File: config.mk
export PLATFORM = sky130hd
export DESIGN_NAME = tpb_divider
export DESIGN_NICKNAME = d
export VERILOG_FILES = /design/src/hdl/tpb_pkg.sv /design/src/hdl/tpb_divider.sv
export SDC_FILE = /design/constraint.sdc
export NUM_CORES = 2
export LEC_CHECK = 0
export ABC_AREA = 0
export BUFFER_PORTS_ARGS = -buffer_cell sky130_fd_sc_hd__buf_2
export CAP_MARGIN = 10
export CORE_MARGIN = 2
export CORE_UTILIZATION = 30
export CTS_CLUSTER_DIAMETER = 120
export DETAILED_ROUTE_END_ITERATION = 8
export HOLD_SLACK_MARGIN = 0.03
export PLACE_DENSITY = 0.56
export RECOVER_POWER = 50
export SLEW_MARGIN = 20
export SYNTH_ARGS = -nofsm -noshare
export SYNTH_HDL_FRONTEND = slang
export SYNTH_SLANG_ARGS = --single-unit
File: constraint.sdc
create_clock -name clk_i -period 8.2 [get_ports clk_i]
set_input_delay 1.23 -clock clk_i [delete_from_list [all_inputs] [get_ports clk_i]]
set_output_delay 1.23 -clock clk_i [all_outputs]
set_load 0.05 [all_outputs]
File: src/hdl/tpb_pkg.sv
package tpb_pkg;

  localparam int unsigned CoordWidthDef     = 16;
  localparam int unsigned WeightFracBitsDef = 16;
  localparam int unsigned WeightWidth       = 20;
  localparam int unsigned QuoSteps          = WeightWidth - 1;
  localparam int unsigned CfgIdxWidth       = 3;

  typedef enum logic [CfgIdxWidth-1:0] {
    REG_A_X = 3'd0,
    REG_A_Y = 3'd1,
    REG_B_X = 3'd2,
    REG_B_Y = 3'd3,
    REG_C_X = 3'd4,
    REG_C_Y = 3'd5
  } cfg_reg_e;

  typedef struct packed {
    logic in_tri;
    logic cw;
    logic degen;
  } tpb_flags_t;

endpackage

File: src/hdl/tpb_divider.sv
module tpb_divider #(
  parameter int unsigned DW   = 35,
  parameter int unsigned FRAC = tpb_pkg::WeightFracBitsDef
) (
  input  logic                          clk_i,
  input  logic [tpb_pkg::QuoSteps:0]    en_i,
  input  logic [DW-1:0]                 num_i,
  input  logic [DW-1:0]                 den_i,
  input  logic                          neg_i,
  output logic [tpb_pkg::QuoSteps-1:0]  quo_o,
  output logic                          sat_o,
  output logic                          neg_o
);
  import tpb_pkg::*;

  localparam int unsigned ShMax = (FRAC > QuoSteps) ? FRAC : QuoSteps;
  localparam int unsigned W     = DW + ShMax + 1;

  typedef struct packed {
    logic [W-1:0]        rem;
    logic [DW-1:0]       den;
    logic [QuoSteps-1:0] quo;
    logic                sat;
    logic                neg;
  } div_stage_t;

  div_stage_t st_q [QuoSteps+1];
  logic [W-1:0] num_sh;

  assign num_sh = W'(num_i) << FRAC;

  // first stage: saturation when quotient magnitude reaches 2^QuoSteps
  always_ff @(posedge clk_i) begin
    if (en_i[0]) begin
      st_q[0].rem <= num_sh;
      st_q[0].den <= den_i;
      st_q[0].quo <= '0;
      st_q[0].sat <= (num_sh >= (W'(den_i) << QuoSteps));
      st_q[0].neg <= neg_i;
    end
  end

  for (genvar j = 1; j <= QuoSteps; j++) begin : g_step
    localparam int unsigned Bit = QuoSteps - j;
    logic [W-1:0] dsh;
    logic         ge;
    assign dsh = W'(st_q[j-1].den) << Bit;
    assign ge  = st_q[j-1].rem >= dsh;
    always_ff @(posedge clk_i) begin
      if (en_i[j]) begin
        st_q[j].rem <= ge ? (st_q[j-1].rem - dsh) : st_q[j-1].rem;
        st_q[j].den <= st_q[j-1].den;
        st_q[j].quo <= st_q[j-1].quo | (QuoSteps'(ge) << Bit);
        st_q[j].sat <= st_q[j-1].sat;
        st_q[j].neg <= st_q[j-1].neg;
      end
    end
  end

  assign quo_o = st_q[QuoSteps].quo;
  assign sat_o = st_q[QuoSteps].sat;
  assign neg_o = st_q[QuoSteps].neg;

endmodule

==> flow_summary.toml <==
[clock_network]
insertion_delay_ps = 880
htreeDepth = 4
cts_setup_buffers = 0
cts_buffers = 201
cts_tree = "yes"
cts-hold-fix-buffers = 0
clock-sinks = 1752
ctsResizeCount = 0
clk_transition_reported_paths_ps = 60
cts-root-buf = "clkbuf_16"
cts_buffer_depth = 4

[floorplanning]
chipHeight_microns = 587
die-area_sq_um = 345000
fp-row-count = 214
core_area_sq_um = 339000
pin_count = 113
start_util = 0.301
die_w_microns = 587

[layout]
reg_top3 = "st_q (1752)"
final_area_sq_um = 114000
fillers = 34300
final_nets = 10500
drive_above_1_share = 0.0576
regMostFlops = "st_q"
largest_reg_flops = 1752
syn_to_final_growth_pct = 11.3

[timing]
relSlewSlack = -1.46
worst_clock_skew_ps = 49.7
tns_ps = 0
period_share = 0.629
fin_hold_ws_ps = 376
min_period_ps = 5150
setup_slack_ps = 3050
fmax_ghz = 0.194
drv_slew = 789
finalSetupViolations = 0
final-hold-violation-count = 0
rsz0062_at_grt = "false"
tightestPinTransition_ps = 3700

[critical_path]
crit_required_ps = 8790
critPathMaxFanout = 65
start_kind = "flop"
critPathArrivalTime_ps = 5750
cpPeakStageDelay_ps = 920
end_kind = "flop"
critPathKind = "reg -> reg"
crit_top_cell = "o31a_1"
crit_slowest_cell = "a2111oi_0"
path_cells = "inv_1 > ha_1 > nor2b_1 > o31a_1 > o31a_1 > a2111oi_0 > o21ai_0 > nand3_1 > a21oi_1 > nor3_4 > buf_4 > mux2_2"

[routing]
vias_per_cell = 4.84
first_pass_iters = 5
finalWirelength_mm = 241
route.detailed.drc = 0
ant_nets = 0
vias = 69400
wl_per_cell_microns = 16.8
dr.first_iter.drc_count = 3812

[run_status]
failed_checks = "capacitance limit, slew limit"
status = "complete, but fails checks"

[yosys]
synth_fa_ha_area_frac = 0.0886
ys_seq_area_frac = 0.516
yosys.cell_count.top_type = "edfxtp_1"
synth_edf_count = 1752
synth_top_cell_by_area = "edfxtp_1"
syn_inst = 9601
synth_compound_gate_area_share = 0.161
ys_async_sr_fraction = 0
synth-simple-area-share = 0.119
synth_top_cells_by_area = "edfxtp_1 (52%), ha_1 (8.5%), o21ai_0 (3.7%)"
netlist_area_sq_um = 102000
synth_top_cells_by_count = "edfxtp_1 (1752), nand2_1 (864), inv_1 (858)"
yosysUniqueCellTypes = 104
yosysTopAreaCellShare = 0.516
synth_ff_type = "edfxtp_1"
synth-xor-area-share = 0.0617
synthMuxAreaShare = 0.00925
synth_top_family_by_area = "compound AO/OA/AOI/OAI gates"
synth-seq-cells = 1752
yosysWarnings = 0
syn_avg_cell_area_sq_um = 10.6
syn_nets = 10400

[grt]
grt-ovfl-total = 0
grt_max_degree = 73
grt_pass1_vias = 70900
grt_use_total = 0.136
antenna_found_initial = 4
grt_pass1_wl_mm = 379

[placement]
port_buffers = 112
dp_worst_setup_slack_ps = 3140
routabilityCongestion = 0.932
detailed_place.area_sq_um = 108000
dpl.hpwl_mm = 189

[pwr]
p_leak_nw = 43.9
power.density_nw_per_um2 = 337
irDropWorstVdd_mv = 0.165

[job]
maxCapViolations = 17

[hold_path]
min_path_type = "reg -> reg"
## placed cells by master (no fill, tap or decap), types with 33 or more instances in the layout
| master | instances |
|---|---|
| and2_1 | 45 |
| clkinv_2 | 40 |
| clkbuf_16 | 203 |
| mux2_2 | 82 |
| xnor2_1 | 378 |
| xor2_1 | 341 |
| and3_1 | 77 |
| clkinv_1 | 53 |
| o21bai_1 | 93 |
| o21a_1 | 102 |
| a211oi_1 | 79 |
| buf_2 | 39 |
| nand3_1 | 171 |
| nor3_1 | 157 |
| or2_2 | 40 |
| inv_1 | 858 |
| o31ai_1 | 68 |
| a21o_1 | 369 |
| nor2_1 | 528 |
| or3_1 | 54 |
| nor4_1 | 70 |
| a31oi_1 | 73 |
| ha_1 | 694 |
| clkbuf_1 | 112 |
| o21ai_0 | 760 |
| a21oi_1 | 756 |
| nand2b_1 | 113 |
| a21boi_0 | 33 |
| o211ai_1 | 41 |
| nand4_1 | 154 |
| nor2b_1 | 96 |
| buf_4 | 54 |
| nand2_1 | 864 |
| edfxtp_1 | 1752 |
## layer usage
metal	vias to the layer above	routed length (microns)	GRT usage	share of wire
met5	-	25	0	0.00010
met4	4	16700	0.0866	0.070
met3	650	7070	0.0164	0.029
met2	1317	125000	0.258	0.52
met1	32200	91400	0.140	0.38
li1	35300	-	-	-
## power by group
part,internal [W],switching (W),total (W)
clock network,0.00494,0.00358,0.00852
registers,0.0128,0.00126,0.0141
logic,0.00648,0.00921,0.0157
total,0.0242,0.0141,0.0383
## worst max-delay path, delay by kind of cell (launching register included)
kind / cells / cell delay [ps]
and+or+nand+nor: 3 / 940
AOI/OAI and AO/OA: 5 / 2160
DFF: 1 / 400
buffers and inverters: 2 / 670
adders and majority gates: 1 / 240
muxes: 1 / 400
## cells by family (layout without fill, tap and decap cells)
family | after synthesis | after routing
other | 0 | 1
buffers and inverters | 1175 | 1389
DFF | 1752 | 1752
xor gates and xnor gates | 719 | 719
AOI/OAI and AO/OA | 2648 | 2648
muxes | 84 | 84
and+or+nand+nor | 2511 | 2511
adders and majority gates | 712 | 712
## final timing paths
path	from	to	slack (ps)	depth (start not counted)
setup reg to reg	st_q[3][244]	st_q[3][394]	3050	12
setup / recovery	st_q[3][244]	st_q[3][394]	3050	12
hold reg to reg	st_q[2][131]	st_q[2][242]	380	0
hold / removal	st_q[2][131]	st_q[2][242]	380	0
## final cells by class
type | count | area, sq um | area share
Timing Repair Buffer | 172 | 897 | 0.00790
Sequential cell | 1752 | 52600 | 0.463
Clock buffer | 236 | 5200 | 0.0458
Antenna cell | 1 | 2.50 | 0.0000220
Clock inverter | 120 | 947 | 0.00834
Tap cell | 4536 | 5680 | 0.0500
Inverter | 861 | 3230 | 0.0285
Multi-Input combinational cell | 6674 | 45000 | 0.396
## stage by stage
step | utilization | cells | power (W)
floorplan | - | 9601 | 0.0256
global placement | 0.317 | 14000 | 0.0298
detailed placement | 0.317 | 14000 | 0.0298
CTS | 0.335 | 14400 | 0.0385
global route | 0.335 | 14400 | 0.0410
finish | 0.335 | 14400 | 0.0383
Power figures use the tool's default switching activity.
